[src/design/bmcd_pkg.sv]
`timescale 1ns / 1ps
// ----------------------------------------------------------------------------
// bmcd_pkg
// Shared types, constants and code tables of the bitmask code decompressor.
// ----------------------------------------------------------------------------
package bmcd_pkg;

    localparam int WORD_W      = 32;
    localparam int DICT_N      = 8;
    localparam int DICT_IDX_W  = 3;
    localparam int CFG_IDX_W   = 4;
    localparam int BUF_W       = 66;
    localparam int FILL_W      = 7;
    localparam int LEN_W       = 6;
    localparam int IN_DEPTH    = 2;
    localparam int OUT_DEPTH   = 2;

    typedef enum logic [2:0] {
        TAG_REPEAT    = 3'd0,
        TAG_MASK4     = 3'd1,
        TAG_FLIP1     = 3'd2,
        TAG_FLIP2     = 3'd3,
        TAG_FLIP_PAIR = 3'd4,
        TAG_DICT      = 3'd5,
        TAG_RAW       = 3'd6,
        TAG_PAD       = 3'd7
    } tag_t;

    typedef enum logic [1:0] {
        ST_LOAD,
        ST_DECODE,
        ST_REPEAT,
        ST_FLUSH
    } dec_state_t;

    typedef struct packed {
        logic [WORD_W-1:0] packed_word;
        logic              final_word;
    } in_word_t;

    typedef struct packed {
        logic [WORD_W-1:0] instruction;
        logic              run_end;
        logic              stream_done;
    } out_word_t;

    function automatic logic [LEN_W-1:0] code_length(input tag_t tag);
        logic [LEN_W-1:0] len;
        unique case (tag)
            TAG_REPEAT:    len = 6'd5;
            TAG_MASK4:     len = 6'd15;
            TAG_FLIP1:     len = 6'd11;
            TAG_FLIP2:     len = 6'd11;
            TAG_FLIP_PAIR: len = 6'd16;
            TAG_DICT:      len = 6'd6;
            TAG_RAW:       len = 6'd35;
            default:       len = 6'd3;
        endcase
        return len;
    endfunction

endpackage

[src/design/bitmask_code_decompressor.sv]
`timescale 1ns / 1ps
// ----------------------------------------------------------------------------
// bitmask_code_decompressor
// Decompresses a bitmask/dictionary coded instruction stream.
// ----------------------------------------------------------------------------
// Compressed words enter through a small input queue and are appended to a
// 66-bit buffer; the decoder then takes one complete code per cycle unless
// the output queue is full, and a repeat code emits its extra copies from a
// repeat state before decoding goes on. Each word is loaded, decoded until
// no complete code is left (or padding is met) and then closed in a flush
// state, which releases the word's last pending result with the end flags;
// results leave through an output queue. Words that arrive after padding or
// after the final word are consumed silently.
module bitmask_code_decompressor #(
    parameter int IN_DEPTH  = bmcd_pkg::IN_DEPTH,
    parameter int OUT_DEPTH = bmcd_pkg::OUT_DEPTH
) (
    input  logic                                  clk,
    input  logic                                  rst_n,
    input  logic                                  cfg_valid,
    output logic                                  cfg_ready,
    input  logic [bmcd_pkg::CFG_IDX_W-1:0]        cfg_index,
    input  logic [bmcd_pkg::WORD_W-1:0]           cfg_data,
    input  logic                                  push,
    output logic                                  full,
    input  logic [bmcd_pkg::WORD_W-1:0]           packed_word,
    input  logic                                  final_word,
    output logic                                  empty,
    input  logic                                  pop,
    output logic [bmcd_pkg::WORD_W-1:0]           instruction,
    output logic                                  run_end,
    output logic                                  stream_done
);

    bmcd_pkg::in_word_t  in_wdata, in_rdata;
    bmcd_pkg::out_word_t out_wdata, out_rdata;
    logic                in_empty, in_pop;
    logic                out_full, out_push;
    logic                cfg_we;

    assign cfg_ready = 1'b1;
    assign cfg_we    = cfg_valid && !cfg_index[bmcd_pkg::CFG_IDX_W-1];
    assign in_wdata  = '{packed_word: packed_word, final_word: final_word};

    bmcd_fifo #(
        .WIDTH ($bits(bmcd_pkg::in_word_t)),
        .DEPTH (IN_DEPTH)
    ) u_in_fifo (
        .clk   (clk),
        .rst_n (rst_n),
        .push  (push),
        .wdata (in_wdata),
        .full  (full),
        .pop   (in_pop),
        .rdata (in_rdata),
        .empty (in_empty)
    );

    bmcd_decoder u_decoder (
        .clk      (clk),
        .rst_n    (rst_n),
        .cfg_we   (cfg_we),
        .cfg_sel  (cfg_index[bmcd_pkg::DICT_IDX_W-1:0]),
        .cfg_data (cfg_data),
        .in_word  (in_rdata),
        .in_empty (in_empty),
        .in_pop   (in_pop),
        .out_word (out_wdata),
        .out_full (out_full),
        .out_push (out_push)
    );

    bmcd_fifo #(
        .WIDTH ($bits(bmcd_pkg::out_word_t)),
        .DEPTH (OUT_DEPTH)
    ) u_out_fifo (
        .clk   (clk),
        .rst_n (rst_n),
        .push  (out_push),
        .wdata (out_wdata),
        .full  (out_full),
        .pop   (pop),
        .rdata (out_rdata),
        .empty (empty)
    );

    assign instruction = out_rdata.instruction;
    assign run_end     = out_rdata.run_end;
    assign stream_done = out_rdata.stream_done;

    a_no_push_when_full: assert property (@(posedge clk) disable iff (!rst_n)
        !(out_push && out_full))
        else $error("decoder wrote a result into a full output queue");

    a_done_is_run_end: assert property (@(posedge clk) disable iff (!rst_n)
        (!empty && stream_done) |-> run_end)
        else $error("stream end flagged on a result that does not close a word");

    a_pop_only_filled: assert property (@(posedge clk) disable iff (!rst_n)
        (in_pop && in_empty) |-> 1'b0)
        else $error("decoder took a word from an empty input queue");

endmodule

[src/design/bmcd_fifo.sv]
`timescale 1ns / 1ps
// ----------------------------------------------------------------------------
// bmcd_fifo
// Small register-based queue with a push/full and pop/empty handshake.
// ----------------------------------------------------------------------------
module bmcd_fifo #(
    parameter int WIDTH = 32,
    parameter int DEPTH = 2
) (
    input  logic             clk,
    input  logic             rst_n,
    input  logic             push,
    input  logic [WIDTH-1:0] wdata,
    output logic             full,
    input  logic             pop,
    output logic [WIDTH-1:0] rdata,
    output logic             empty
);

    localparam int PTR_W = (DEPTH > 1) ? $clog2(DEPTH) : 1;
    localparam int CNT_W = $clog2(DEPTH + 1);

    logic [WIDTH-1:0] mem_reg [DEPTH];
    logic [PTR_W-1:0] wr_ptr_reg, wr_ptr_next;
    logic [PTR_W-1:0] rd_ptr_reg, rd_ptr_next;
    logic [CNT_W-1:0] count_reg, count_next;
    logic             do_push, do_pop;

    assign full    = (count_reg == CNT_W'(DEPTH));
    assign empty   = (count_reg == '0);
    assign do_push = push && !full;
    assign do_pop  = pop && !empty;
    assign rdata   = mem_reg[rd_ptr_reg];

    always_comb
    begin
        wr_ptr_next = wr_ptr_reg;
        rd_ptr_next = rd_ptr_reg;
        count_next  = count_reg;
        if (do_push)
        begin
            wr_ptr_next = (wr_ptr_reg == PTR_W'(DEPTH - 1)) ? '0 : wr_ptr_reg + 1'b1;
        end
        if (do_pop)
        begin
            rd_ptr_next = (rd_ptr_reg == PTR_W'(DEPTH - 1)) ? '0 : rd_ptr_reg + 1'b1;
        end
        if (do_push && !do_pop)
        begin
            count_next = count_reg + 1'b1;
        end
        else if (do_pop && !do_push)
        begin
            count_next = count_reg - 1'b1;
        end
    end

    always_ff @(posedge clk or negedge rst_n)
    begin
        if (!rst_n)
        begin
            wr_ptr_reg <= '0;
            rd_ptr_reg <= '0;
            count_reg  <= '0;
        end
        else
        begin
            wr_ptr_reg <= wr_ptr_next;
            rd_ptr_reg <= rd_ptr_next;
            count_reg  <= count_next;
        end
    end

    always_ff @(posedge clk)
    begin
        if (do_push)
        begin
            mem_reg[wr_ptr_reg] <= wdata;
        end
    end

endmodule

[src/design/bmcd_decoder.sv]
`timescale 1ns / 1ps
// ----------------------------------------------------------------------------
// bmcd_decoder
// Bit buffer, code parser and instruction builder; one code per cycle unless repeating or the output queue is full.
// ----------------------------------------------------------------------------
module bmcd_decoder (
    input  logic                                   clk,
    input  logic                                   rst_n,
    input  logic                                   cfg_we,
    input  logic [bmcd_pkg::DICT_IDX_W-1:0]        cfg_sel,
    input  logic [bmcd_pkg::WORD_W-1:0]            cfg_data,
    input  bmcd_pkg::in_word_t                     in_word,
    input  logic                                   in_empty,
    output logic                                   in_pop,
    output bmcd_pkg::out_word_t                    out_word,
    input  logic                                   out_full,
    output logic                                   out_push
);

    logic [bmcd_pkg::WORD_W-1:0] dict_reg [bmcd_pkg::DICT_N];

    bmcd_pkg::dec_state_t              state_reg, state_next;
    logic [bmcd_pkg::BUF_W-1:0]        buf_reg, buf_next;
    logic [bmcd_pkg::FILL_W-1:0]       fill_reg, fill_next;
    logic [bmcd_pkg::WORD_W-1:0]       prev_reg, prev_next;
    logic [bmcd_pkg::WORD_W-1:0]       pend_reg, pend_next;
    logic                              pend_valid_reg, pend_valid_next;
    logic [1:0]                        rep_reg, rep_next;
    logic                              last_reg, last_next;
    logic                              finished_reg, finished_next;

    bmcd_pkg::tag_t                    tag;
    logic [bmcd_pkg::LEN_W-1:0]        len;
    logic [bmcd_pkg::DICT_IDX_W-1:0]   sel;
    logic [bmcd_pkg::WORD_W-1:0]       base;
    logic [bmcd_pkg::WORD_W-1:0]       inst;
    logic [4:0]                        pos_p;
    logic [4:0]                        pos_q;

    always_ff @(posedge clk or negedge rst_n)
    begin
        if (!rst_n)
        begin
            for (int i = 0; i < bmcd_pkg::DICT_N; i++)
            begin
                dict_reg[i] <= '0;
            end
        end
        else if (cfg_we)
        begin
            dict_reg[cfg_sel] <= cfg_data;
        end
    end

    // Fields sit at the top of the buffer, right after the three tag bits.
    assign tag   = bmcd_pkg::tag_t'(buf_reg[65:63]);
    assign len   = bmcd_pkg::code_length(tag);
    assign pos_p = buf_reg[62:58];
    assign pos_q = buf_reg[57:53];

    always_comb
    begin
        unique case (tag)
            bmcd_pkg::TAG_MASK4:     sel = buf_reg[53:51];
            bmcd_pkg::TAG_FLIP1,
            bmcd_pkg::TAG_FLIP2:     sel = buf_reg[57:55];
            bmcd_pkg::TAG_FLIP_PAIR: sel = buf_reg[52:50];
            default:                 sel = buf_reg[62:60];
        endcase
    end

    assign base = dict_reg[sel];

    always_comb
    begin
        unique case (tag)
            bmcd_pkg::TAG_MASK4:     inst = base ^ ({buf_reg[57:54], 28'd0} >> pos_p);
            bmcd_pkg::TAG_FLIP1:     inst = base ^ (32'h8000_0000 >> pos_p);
            bmcd_pkg::TAG_FLIP2:     inst = base ^ (32'hC000_0000 >> pos_p);
            bmcd_pkg::TAG_FLIP_PAIR: inst = base ^ (32'h8000_0000 >> pos_p)
                                                 ^ (32'h8000_0000 >> pos_q);
            bmcd_pkg::TAG_RAW:       inst = buf_reg[62:31];
            default:                 inst = base;
        endcase
    end

    always_comb
    begin
        state_next      = state_reg;
        buf_next        = buf_reg;
        fill_next       = fill_reg;
        prev_next       = prev_reg;
        pend_next       = pend_reg;
        pend_valid_next = pend_valid_reg;
        rep_next        = rep_reg;
        last_next       = last_reg;
        finished_next   = finished_reg;
        in_pop          = 1'b0;
        out_push        = 1'b0;
        out_word        = '{instruction: pend_reg, run_end: 1'b0, stream_done: 1'b0};

        unique case (state_reg)
            bmcd_pkg::ST_LOAD:
            begin
                if (!in_empty)
                begin
                    in_pop = 1'b1;
                    // Words after the end of the stream are taken and dropped.
                    if (!finished_reg)
                    begin
                        buf_next  = buf_reg
                                  | ({in_word.packed_word, 34'd0} >> fill_reg);
                        fill_next = fill_reg + 7'd32;
                        last_next = in_word.final_word;
                        state_next = bmcd_pkg::ST_DECODE;
                    end
                end
            end

            bmcd_pkg::ST_DECODE:
            begin
                if (fill_reg < 7'd3)
                begin
                    state_next = bmcd_pkg::ST_FLUSH;
                end
                else if (tag == bmcd_pkg::TAG_PAD)
                begin
                    finished_next = 1'b1;
                    buf_next      = '0;
                    fill_next     = '0;
                    state_next    = bmcd_pkg::ST_FLUSH;
                end
                else if (fill_reg < {1'b0, len})
                begin
                    state_next = bmcd_pkg::ST_FLUSH;
                end
                else if (!(pend_valid_reg && out_full))
                begin
                    // The previous result is released only once a newer one
                    // exists, so that the last one can carry the end flags.
                    out_push        = pend_valid_reg;
                    buf_next        = buf_reg << len;
                    fill_next       = fill_reg - 7'(len);
                    pend_valid_next = 1'b1;
                    if (tag == bmcd_pkg::TAG_REPEAT)
                    begin
                        pend_next = prev_reg;
                        rep_next  = buf_reg[62:61];
                        if (buf_reg[62:61] != 2'd0)
                        begin
                            state_next = bmcd_pkg::ST_REPEAT;
                        end
                    end
                    else
                    begin
                        pend_next = inst;
                        prev_next = inst;
                    end
                end
            end

            bmcd_pkg::ST_REPEAT:
            begin
                if (!out_full)
                begin
                    out_push = 1'b1;
                    rep_next = rep_reg - 2'd1;
                    if (rep_reg == 2'd1)
                    begin
                        state_next = bmcd_pkg::ST_DECODE;
                    end
                end
            end

            bmcd_pkg::ST_FLUSH:
            begin
                out_word.run_end     = 1'b1;
                out_word.stream_done = finished_reg || last_reg;
                if (!(pend_valid_reg && out_full))
                begin
                    out_push        = pend_valid_reg;
                    pend_valid_next = 1'b0;
                    state_next      = bmcd_pkg::ST_LOAD;
                    if (last_reg)
                    begin
                        finished_next = 1'b1;
                        buf_next      = '0;
                        fill_next     = '0;
                    end
                end
            end

            default:
            begin
                state_next = bmcd_pkg::ST_LOAD;
            end
        endcase
    end

    always_ff @(posedge clk or negedge rst_n)
    begin
        if (!rst_n)
        begin
            state_reg      <= bmcd_pkg::ST_LOAD;
            buf_reg        <= '0;
            fill_reg       <= '0;
            prev_reg       <= '0;
            pend_valid_reg <= 1'b0;
            rep_reg        <= '0;
            last_reg       <= 1'b0;
            finished_reg   <= 1'b0;
        end
        else
        begin
            state_reg      <= state_next;
            buf_reg        <= buf_next;
            fill_reg       <= fill_next;
            prev_reg       <= prev_next;
            pend_valid_reg <= pend_valid_next;
            rep_reg        <= rep_next;
            last_reg       <= last_next;
            finished_reg   <= finished_next;
        end
    end

    always_ff @(posedge clk)
    begin
        pend_reg <= pend_next;
    end

endmodule

[config.mk]
export PLATFORM = sky130hd
export DESIGN_NAME = bitmask_code_decompressor
export DESIGN_NICKNAME = d
export VERILOG_FILES = /design/src/design/bmcd_pkg.sv /design/src/design/bitmask_code_decompressor.sv /design/src/design/bmcd_fifo.sv /design/src/design/bmcd_decoder.sv
export SDC_FILE = /design/constraint.sdc
export NUM_CORES = 1
export LEC_CHECK = 0
export BUFFER_PORTS_ARGS = -buffer_cell sky130_fd_sc_hd__buf_2
export CAP_MARGIN = 20
export CORE_MARGIN = 4
export CORE_UTILIZATION = 45
export CTS_BUF_LIST = sky130_fd_sc_hd__clkbuf_16
export DETAILED_ROUTE_END_ITERATION = 10
export HOLD_SLACK_MARGIN = 0.1
export SLEW_MARGIN = 20
export SYNTH_ARGS = -nofsm -noshare
export SYNTH_HDL_FRONTEND = slang
export SYNTH_HIERARCHICAL = 1
export SYNTH_SLANG_ARGS = --single-unit
[constraint.sdc]
create_clock -name clk -period 12.7 [get_ports clk]
set_input_delay 0 -clock clk [delete_from_list [all_inputs] [get_ports clk]]
set_output_delay 0 -clock clk [all_outputs]
set_load 0.02 [all_outputs]
### Yosys cells after proc, flatten, opt, wreduce, memory -nomap -nowiden

Memories as Yosys holds them, arrays and structs flattened.
Cells that the tools add are included.

* bits of input ports: 74
* register bits: 408
* logic and storage cells: 208
* memories kept: 2
* RAM bits: 134
* output and inout bits: 37

* muxes and demuxes: 79
* bitwise operators: 13
* add/subtract/negate cells: 11
* eq/ne operators: 30
* shifts and indexed selects: 6
* $lt $le $gt $ge: 5
* reduce and logical (&&, ||, !) cells: 39

Memories
* u_out_fifo.mem_reg: words 2, bits a word 34, read ports 1, clocked after Yosys merged registers in 0, write ports 1, RTL line bmcd_fifo.sv:23 `logic [WIDTH-1:0] mem_reg [DEPTH];`
* u_in_fifo.mem_reg: words 2, bits a word 33, read ports 1, clocked after Yosys merged registers in 0, write ports 1, RTL line bmcd_fifo.sv:23

Operators by type and width (count)
* 2-to-1 mux 66 bit: 8
* bitwise mux 256 bit: 1
* one-hot mux 66 bit (3 select lines): 1
* one-hot mux 32 bit (5 select lines): 1
* 2-to-1 mux 32 bit: 4
* bitwise XOR 32 bit: 4
* binary-select mux 32 bit (select 3 bit): 1
* demux 32 bit (select 3 bit): 1
* >> shifter 32 x 5 -> 32 bit, first input constant: 3
* OR 66 bit: 1
* left shift 66 x 6 -> 66 bit: 1
* >> shifter 66 x 7 -> 66 bit: 1
* 2-to-1 mux 7 bit: 8
* 2-to-1 mux 2 bit: 22
* one-hot mux 6 bit (6 select lines): 1
* >> shifter 32 x 5 -> 32 bit: 1
* 2-to-1 mux 1 bit: 24
* one-hot mux 7 bit (3 select lines): 1
* inequality test 2 bit, second input constant: 8
* AND reduction 8 bit: 2
* equality test 3 bit, second input constant: 4
* logical AND 1 bit: 11
* inequality test 5 x 1 -> 1 bit, second input constant: 2
* AND reduction 5 bit: 2
* 33 further kinds: 70

### Logic depth before layout (Yosys ltp)

Gate-level depths: netlist of the first run.

* depth in word-level cells: 13
* gate-level depth with buffers: 21
* gate-level depth less buffers: 16

### Modules after synthesis

The synthesis of the first run kept the hierarchy.

By module, submodules not included
* bmcd_decoder: seq. area each 10169.8 µm², cells each 3168, area an instance 29132.9 µm², instances 1
* bmcd_fifo at u_out_fifo: seq. area each 2142.1 µm², cells each 125, area an instance 2801.4 µm², instances 1
* bmcd_fifo at u_in_fifo: seq. area each 2082.0 µm², cells each 122, area an instance 2730.1 µm², instances 1
* bitmask_code_decompressor: seq. area each 0.0 µm², cells each 3, area an instance 25.0 µm², instances 1

### Least setup slack after synthesis of the first run

No wires, ideal clock.

* kind: register to register
* start point: register u_decoder/buf_reg[65] in the netlist's numbering
* end point: memory u_out_fifo/mem_reg[0][0] in the netlist's numbering (enable)
* setup time: 0.425 ns
* arrival time: 4.666 ns
* cell stages (with the launch flop): 17
* clock period less this slack: 5.091 ns
* data required time: 12.275 ns
* path buffers: 5
* slack: 7.609 ns
* cell sequence: dfrtp_1 buf_2 clkbuf_1 nand2b_1 clkbuf_1 nor2_1 clkinv_1 clkbuf_1 ha_1 a21o_1 a31o_1 a211o_1 and3_1 clkbuf_1 o221a_2 nand2_1 nor2_1

* cells in the longest elaborated chain, start to end: 11
* elaborated cells between the ends (all ways): 18
* those cells by class: order compare: 1; eq/ne: 7; mux: 7; reduce/logical: 3

Ends and longest elaborated chain
* start: declaration: RTL line bmcd_decoder.sv:23 `logic [bmcd_pkg::BUF_W-1:0] buf_reg, buf_next;`
* start signal: assignment: RTL line bmcd_decoder.sv:216 `buf_reg <= buf_next;`
* equality test 3 x 2 -> 1 bit: RTL line bmcd_pkg.sv:49 `unique case (tag)`
* OR reduction 2 bit (no source line)
* one-hot mux 6 bit (6 select lines): RTL line bmcd_pkg.sv:49
* < comparator 7 x 6 -> 1 bit: RTL line bmcd_decoder.sv:133 `else if (fill_reg < {1'b0, len})`
* 2-to-1 mux 1 bit: RTL line bmcd_decoder.sv:133
* 2-to-1 mux 1 bit *: RTL line bmcd_decoder.sv:126 `else if (tag == bmcd_pkg::TAG_PAD)`
* 2-to-1 mux 1 bit *: RTL line bmcd_decoder.sv:122 `if (fill_reg < 7'd3)`
* one-hot mux 1 bit (3 select lines) *: RTL line bmcd_decoder.sv:102 `unique case (state_reg)`
* via out_push: RTL line bitmask_code_decompressor.sv:38 `logic out_full, out_push;`
* logical AND 1 bit *: RTL line bmcd_fifo.sv:31 `assign do_push = push && !full;`
* 2-to-1 mux 1 bit *: RTL line bmcd_fifo.sv:76 `if (do_push)`
* 2-to-1 mux 1 bit (not written as such) *: RTL line bmcd_fifo.sv:78 `mem_reg[wr_ptr_reg] <= wdata;`
* end: declaration: RTL line bmcd_fifo.sv:23

Mark *: on every way through the listed nets, which the timed path passes. The rest lies on a longest branch.

### Worst setup path in the final report of the first run

* start point: register u_decoder/buf_reg[65] in the netlist's numbering
* end point: register u_decoder/pend_reg[13] in the netlist's numbering, data pin

* cells in the longest elaborated chain, start to end: 11
* elaborated cells between the ends (all ways): 18
* those cells by class: eq/ne: 5; mux: 6; bitwise: 5; reduce/logical: 2

Ends and longest elaborated chain
* equality test 3 x 2 -> 1 bit: RTL line bmcd_decoder.sv:63, bmcd_decoder.sv:76
* OR reduction 2 bit (no source line)
* one-hot mux 3 bit (3 select lines): RTL line bmcd_decoder.sv:63 `unique case (tag)`
* NOT 3 -> 4 bit (not written as such): RTL line bmcd_decoder.sv:72 `assign base = dict_reg[sel];`
* binary-select mux 32 bit (select 3 bit): RTL line bmcd_decoder.sv:72
* 2-to-1 mux 32 bit (not written as such) (2 in a row): RTL line bmcd_decoder.sv:72
* bitwise XOR 32 bit: RTL line bmcd_decoder.sv:78, bmcd_decoder.sv:80
* bitwise XOR 32 bit: RTL line bmcd_decoder.sv:81 `^ (32'h8000_0000 >> pos_q);`
* one-hot mux 32 bit (5 select lines): RTL line bmcd_decoder.sv:76 `unique case (tag)`
* 2-to-1 mux 32 bit *
* end signal: assignment: RTL line bmcd_decoder.sv:228 `pend_reg <= pend_next;`
* end: declaration: RTL line bmcd_decoder.sv:26 `logic [bmcd_pkg::WORD_W-1:0] pend_reg, pend_next;`

Mark *: on every way between the ends. The rest lies on a longest branch, timed or not. The select of a mux whose other input is x is not followed.
A chain may end at the register's enable or synchronous reset.

==> impl_metrics.toml, run 1 <==
[flow_run]
cap_violations = 0

[sta]
fin_crit_sh_pct = 44.7
fmax_mhz = 176
min_period_ns = 5.68
worstMarginPinSlew_ns = 1.16
setup_tns_ns = 0
rsz0062_at_grt = "false"
setup_viol_count_final = 0
timing.hold.ws_ns = 0.142
drv_slew = 0
slew_headroom_pct = 21.7
finalHoldViolations = 0
fin_skew_ns = 0.0407

[setup_path]
critPathRequiredTime_ns = 13.08
worst-setup-path-type = "reg -> reg"
cp_max_fo = 61
cp_cell_sequence = "buf_4 -> buf_4 -> or2_2 -> o22a_2 -> buf_4 -> and3_1 -> a211oi_1 -> a311oi_1 -> or3_1 -> nand3_1 -> a211oi_1 -> nor3_1"
cp_slowest_stage_delay_ns = 0.79
cp-startpoint = "u_decoder/buf_reg[65]"
start_kind = "register"
critPathCaptureType = "register"
crit_family = "compound AO/OA/AOI/OAI gates"
arrival_ns = 6.06
reg2reg_from = "u_decoder/buf_reg[65]"
critical_path_buf_inv_count = 3
critPathSlowestCell = "a311oi_1"
path_common_cell = "buf_4"

[die]
die-area_mm2 = 0.0816
boundaryPins = 111
initial_core_util_pct = 45.5
die_h_um = 286
row_count = 101
die_w_um = 286
core-area_mm2 = 0.0762

[clocking]
cts_sinks = 542
post-cts-setup-buffers = 0
numCtsBuffers = 60
root_buffer = "clkbuf_16"
cts.clk_slew.worst_paths_ns = 0.07
clk_latency_ns = 0.66
cts_tree = "done"
clockBufferDepth = 3
htree_num_levels = 2

[placed_design]
gp_congestion = 1.00
post-dp-hpwl_um = 84500
io_buffers = 109
place_area_mm2 = 0.0358

[detailed_routing]
final_antenna_net_count = 0
vias_per_cell = 6.42
drtIter0Drc = 3636
firstDrtPassIters = 6
drc_errors = 0
wl_per_cell_um = 27.0
vias = 29200
routed_wirelength_um = 123000

[yosys]
synth_edf_count = 166
netlist_area_mm2 = 0.0347
seq_area_frac_synth_pct = 41.5
syn_area_per_cell_um2 = 10.1
yosys_register_bits = 542
synth_cells = 3418
yosys_warnings = 6
synth.net_count = 3504
synthDistinctLibCells = 98
synthArstFlopShare_pct = 69.4
synthFlopType = "dfrtp_1"

[outcome]
status = "finished, final reports clean"

[final_layout]
layout_common_cells = "nand2_1 (388), dfrtp_1 (369), mux2_2 (296), mux2i_1 (220), nor2_1 (206)"
layout_commonest_cell = "nand2_1"
finalInstanceArea_mm2 = 0.0390
final_util_pct = 51.1
largest_reg_flops = 256
drive_above_1_share_pct = 21.4
n_antenna_cell = 0
syn_to_final_growth_pct = 12.3
nNetsFinal = 3563

[grt]
grt_pass1_wl_um = 186000
grt_max_degree = 108
antenna_found_initial = 2
grt_pass1_vias = 28600
overflow = 0
track_usage_pct = 29.4

[hold_path]
hp-start = "packed_word[2]"
hold_path_class = "in -> reg"
## per-stage QoR
| stage | worst slack (ns) | cells |
|---|---|---|
| floorplan | 7.61 | 3418 |
| global placement | 7.32 | 4346 |
| detailed placement | 7.25 | 4346 |
| CTS | 7.23 | 4558 |
| global route | 6.85 | 4558 |
| finish | 7.02 | 4558 |
## path summary, 6_finish.rpt
check,end,slack (ns),depth (start not counted)
max,u_decoder/pend_reg[13],7.02,12
min,u_in_fifo/mem_reg[0][3],0.14,2
max reg2reg,u_decoder/pend_reg[13],7.02,12
min reg2reg,u_out_fifo/mem_reg[0][7],0.44,0
max in group asynchronous,u_out_fifo/rd_ptr_reg,10.46,5
min in group asynchronous,u_decoder/dict_reg[187],0.57,4
## metal layers
layer / wire (µm) / GRT usage [%] / vias to the layer above / part of all wire, %
met4: 3430 / 8.32 / 4 / 2.8
li1: - / - / 12900 / -
met3: 13500 / 7.77 / 221 / 11
met5: 55 / 0 / - / 0.045
met1: 54700 / 43.6 / 14600 / 44
met2: 51600 / 42.4 / 1555 / 42
## cell type report
cell class	instances	area [µm²]
repair buffers	282	2120
well taps	1030	1290
fillers	6858	37200
clock buffers	60	1500
clock inverters	53	624
inverters	51	191
multi-input cells	2540	18800
flip-flops and latches	542	14400
## Yosys cell counts, types with 28 or more instances
| cell type | number | area, µm² |
|---|---|---|
| a211oi_1 | 58 | 435 |
| a21oi_1 | 184 | 921 |
| a22o_1 | 36 | 315 |
| a31oi_1 | 53 | 332 |
| and3_1 | 63 | 394 |
| buf_2 | 63 | 315 |
| clkbuf_1 | 179 | 672 |
| dfrtp_1 | 376 | 9410 |
| edfxtp_1 | 166 | 4980 |
| inv_1 | 47 | 176 |
| mux2_2 | 296 | 3330 |
| mux2_4 | 60 | 901 |
| mux2i_1 | 220 | 2200 |
| mux4_2 | 28 | 631 |
| nand2_1 | 390 | 1460 |
| nand3_1 | 79 | 395 |
| nor2_1 | 211 | 792 |
| nor3_1 | 52 | 260 |
| nor4_1 | 29 | 181 |
| o211ai_1 | 30 | 225 |
| o21ai_0 | 184 | 921 |
| o21ai_1 | 31 | 155 |
| o22ai_1 | 40 | 250 |
| o31ai_1 | 36 | 270 |
| xnor2_1 | 72 | 631 |
## kinds of logic after synthesis
family                   after synthesis  synth area share (%)
AO/OA/AOI/OAI                        842                  16.2
AND/OR/NAND/NOR                      954                  13.0
other                                  1                0.0108
buffers and inverters                336                  4.49
adder cells (fa/ha/maj)               12                 0.433
multiplexers                         617                  20.9
flip-flops                           542                  41.5
XOR/XNOR                             114                  3.51
## repair_timing
| item | CTS | global route |
|---|---|---|
| hold buffers | 99 | 0 |
| hold endpoints to repair | 464 | 0 |
| resized for setup | 0 | 0 |
Power of run 1 is left out: the tool's default activity adds up to more than one toggle a clock period on the data nets, which glitch-free logic cannot reach.
==> run 2, diff against run 1 <==
Clock period 12.7 ns to 5.3 ns, I/O delays scaled along.
==> run 2 against run 1 <==
- first-iteration DRC count is 3.0% higher
- cell area is 0.66% higher
- fmax rose by 13%
- highest routed layer unchanged
==> impl_metrics.toml, run 2 (same netlist as run 1, synthesis figures left out) <==
[grt]
grt_max_degree = 143
antenna_found_initial = 2
overflow = 0
grt_pass1_wl_um = 192000
grt_pass1_vias = 28700
track_usage_pct = 30.9

[hold_path]
hold_path_class = "in -> reg"

[final_layout]
drive_above_1_share_pct = 22.4
nNetsFinal = 3590
layout_common_cells = "nand2_1 (388), dfrtp_1 (369), mux2_2 (296), mux2i_1 (220), nor2_1 (206)"
layout_commonest_cell = "nand2_1"
syn_to_final_growth_pct = 13.0
largest_reg_flops = 256

[sta]
fin_skew_ns = 0.0340
setup_tns_ns = 0
drv_slew = 0
rsz0062_at_grt = "false"
timing.hold.ws_ns = 0.119
slew_headroom_pct = 20.8
fmax_mhz = 198
min_period_ns = 5.04
finalHoldViolations = 0
setup_viol_count_final = 0
worstMarginPinSlew_ns = 1.19
fin_crit_sh_pct = 95.1

[placed_design]
gp_congestion = 0.981
io_buffers = 109
post-dp-hpwl_um = 91600

[clocking]
cts.clk_slew.worst_paths_ns = 0.06
cts_tree = "done"
post-cts-setup-buffers = 0
cts_sinks = 542
numCtsBuffers = 66
root_buffer = "clkbuf_16"
clk_latency_ns = 0.63
htree_num_levels = 3
clockBufferDepth = 3

[die]
die-area_mm2 = 0.0816
core-area_mm2 = 0.0762
die_h_um = 286
row_count = 101
boundaryPins = 111
initial_core_util_pct = 45.5
die_w_um = 286

[setup_path]
reg2reg_slack_ns = 0.26
cp_max_fo = 36
critPathCaptureType = "register"
arrival_ns = 5.47
worst-setup-path-type = "reg -> reg"
critPathRequiredTime_ns = 5.73
start_kind = "register"

[detailed_routing]
vias_per_cell = 6.44
drc_errors = 0
wl_met3_um = 13400
firstDrtPassIters = 6
wl_met1_um = 58900
wl_met2_um = 54400
final_antenna_net_count = 0
vias = 29600
wl_per_cell_um = 28.3
routed_wirelength_um = 130000
dr.max_layer_used = "met5"
drtIter0Drc = 3746

[outcome]
status = "finished, final reports clean"

[flow_run]
cap_violations = 0
## run 2: cell count changes in the layout (fill, tap and decap cells not counted), moves of 3 or more
cell | previous run | this run
buf_4 | 73 | 112
dlygate4sd3_1 | 98 | 72
clkinv_2 | 13 | 9
inv_1 | 47 | 58
clkinv_1 | 12 | 15
clkinvlp_4 | 8 | 3
bufinv_16 | 11 | 7
buf_12 | 0 | 8
clkinv_8 | 1 | 4
clkbuf_16 | 60 | 67
clkinv_4 | 4 | 1
## run 2: routing by layer
layer | global-route usage [%] | vias to the layer above
met5 | 0 | -
met4 | 7.90 | 2
met2 | 44.4 | 1530
met1 | 46.9 | 14900
met3 | 7.16 | 209
li1 | - | 12900
## run 2: area by class of cell
cell class / instances / area, µm²
fill: 6930 / 37000
multi-input combinational: 2540 / 18800
sequential: 542 / 14400
timing repair buffer: 303 / 2310
clock buffer: 67 / 1680
tap: 1030 / 1290
clock inverter: 53 / 518
inverter: 51 / 191
antenna: 1 / 2.50
## run 2: worst paths after layout
kind,start,end,depth (start not counted)
worst max register to register,u_decoder/buf_reg[64],u_decoder/buf_reg[63],11
worst min-delay path,packed_word[3],u_in_fifo/mem_reg[0][4],2
max in group asynchronous,rst_n,u_decoder/fill_reg[1],4
worst max-delay path,u_decoder/buf_reg[64],u_decoder/buf_reg[63],11
worst min register to register,u_decoder/pend_reg[2],u_out_fifo/mem_reg[0][4],0
min in group asynchronous,rst_n,u_decoder/dict_reg[49],4
## run 2: critical path, stage by stage, from the launching register on
cell     delay [ns]
dfrtp_2        0.65
buf_4          0.50
or2_2          0.36
nand2_1        0.33
ha_1           0.46
a31o_1         0.20
a211o_1        0.20
o211a_1        0.24
buf_4          0.34
and2_1         0.78
a21oi_1        0.22
o22ai_1        0.51
## run 2: repair_timing
action	CTS	global route
setup endpoints to repair	0	0
resized for setup	0	0
hold buffers	73	0
endpoints found under the hold margin	420	0
## run 2: per-stage QoR
step / util, % / cell area, µm² / cells / setup slack [ns]
CTS: 51.4 / 39200 / 4585 / 0.465
global route: 51.5 / 39200 / 4586 / 0.279
finish: 51.5 / 39200 / 4587 / 0.261
floorplan: - / 34700 / 3418 / 0.209
global placement: 47.6 / 36200 / 4391 / 0.535
detailed placement: 47.6 / 36300 / 4392 / 0.478
Power of run 2 is left out for the same reason.
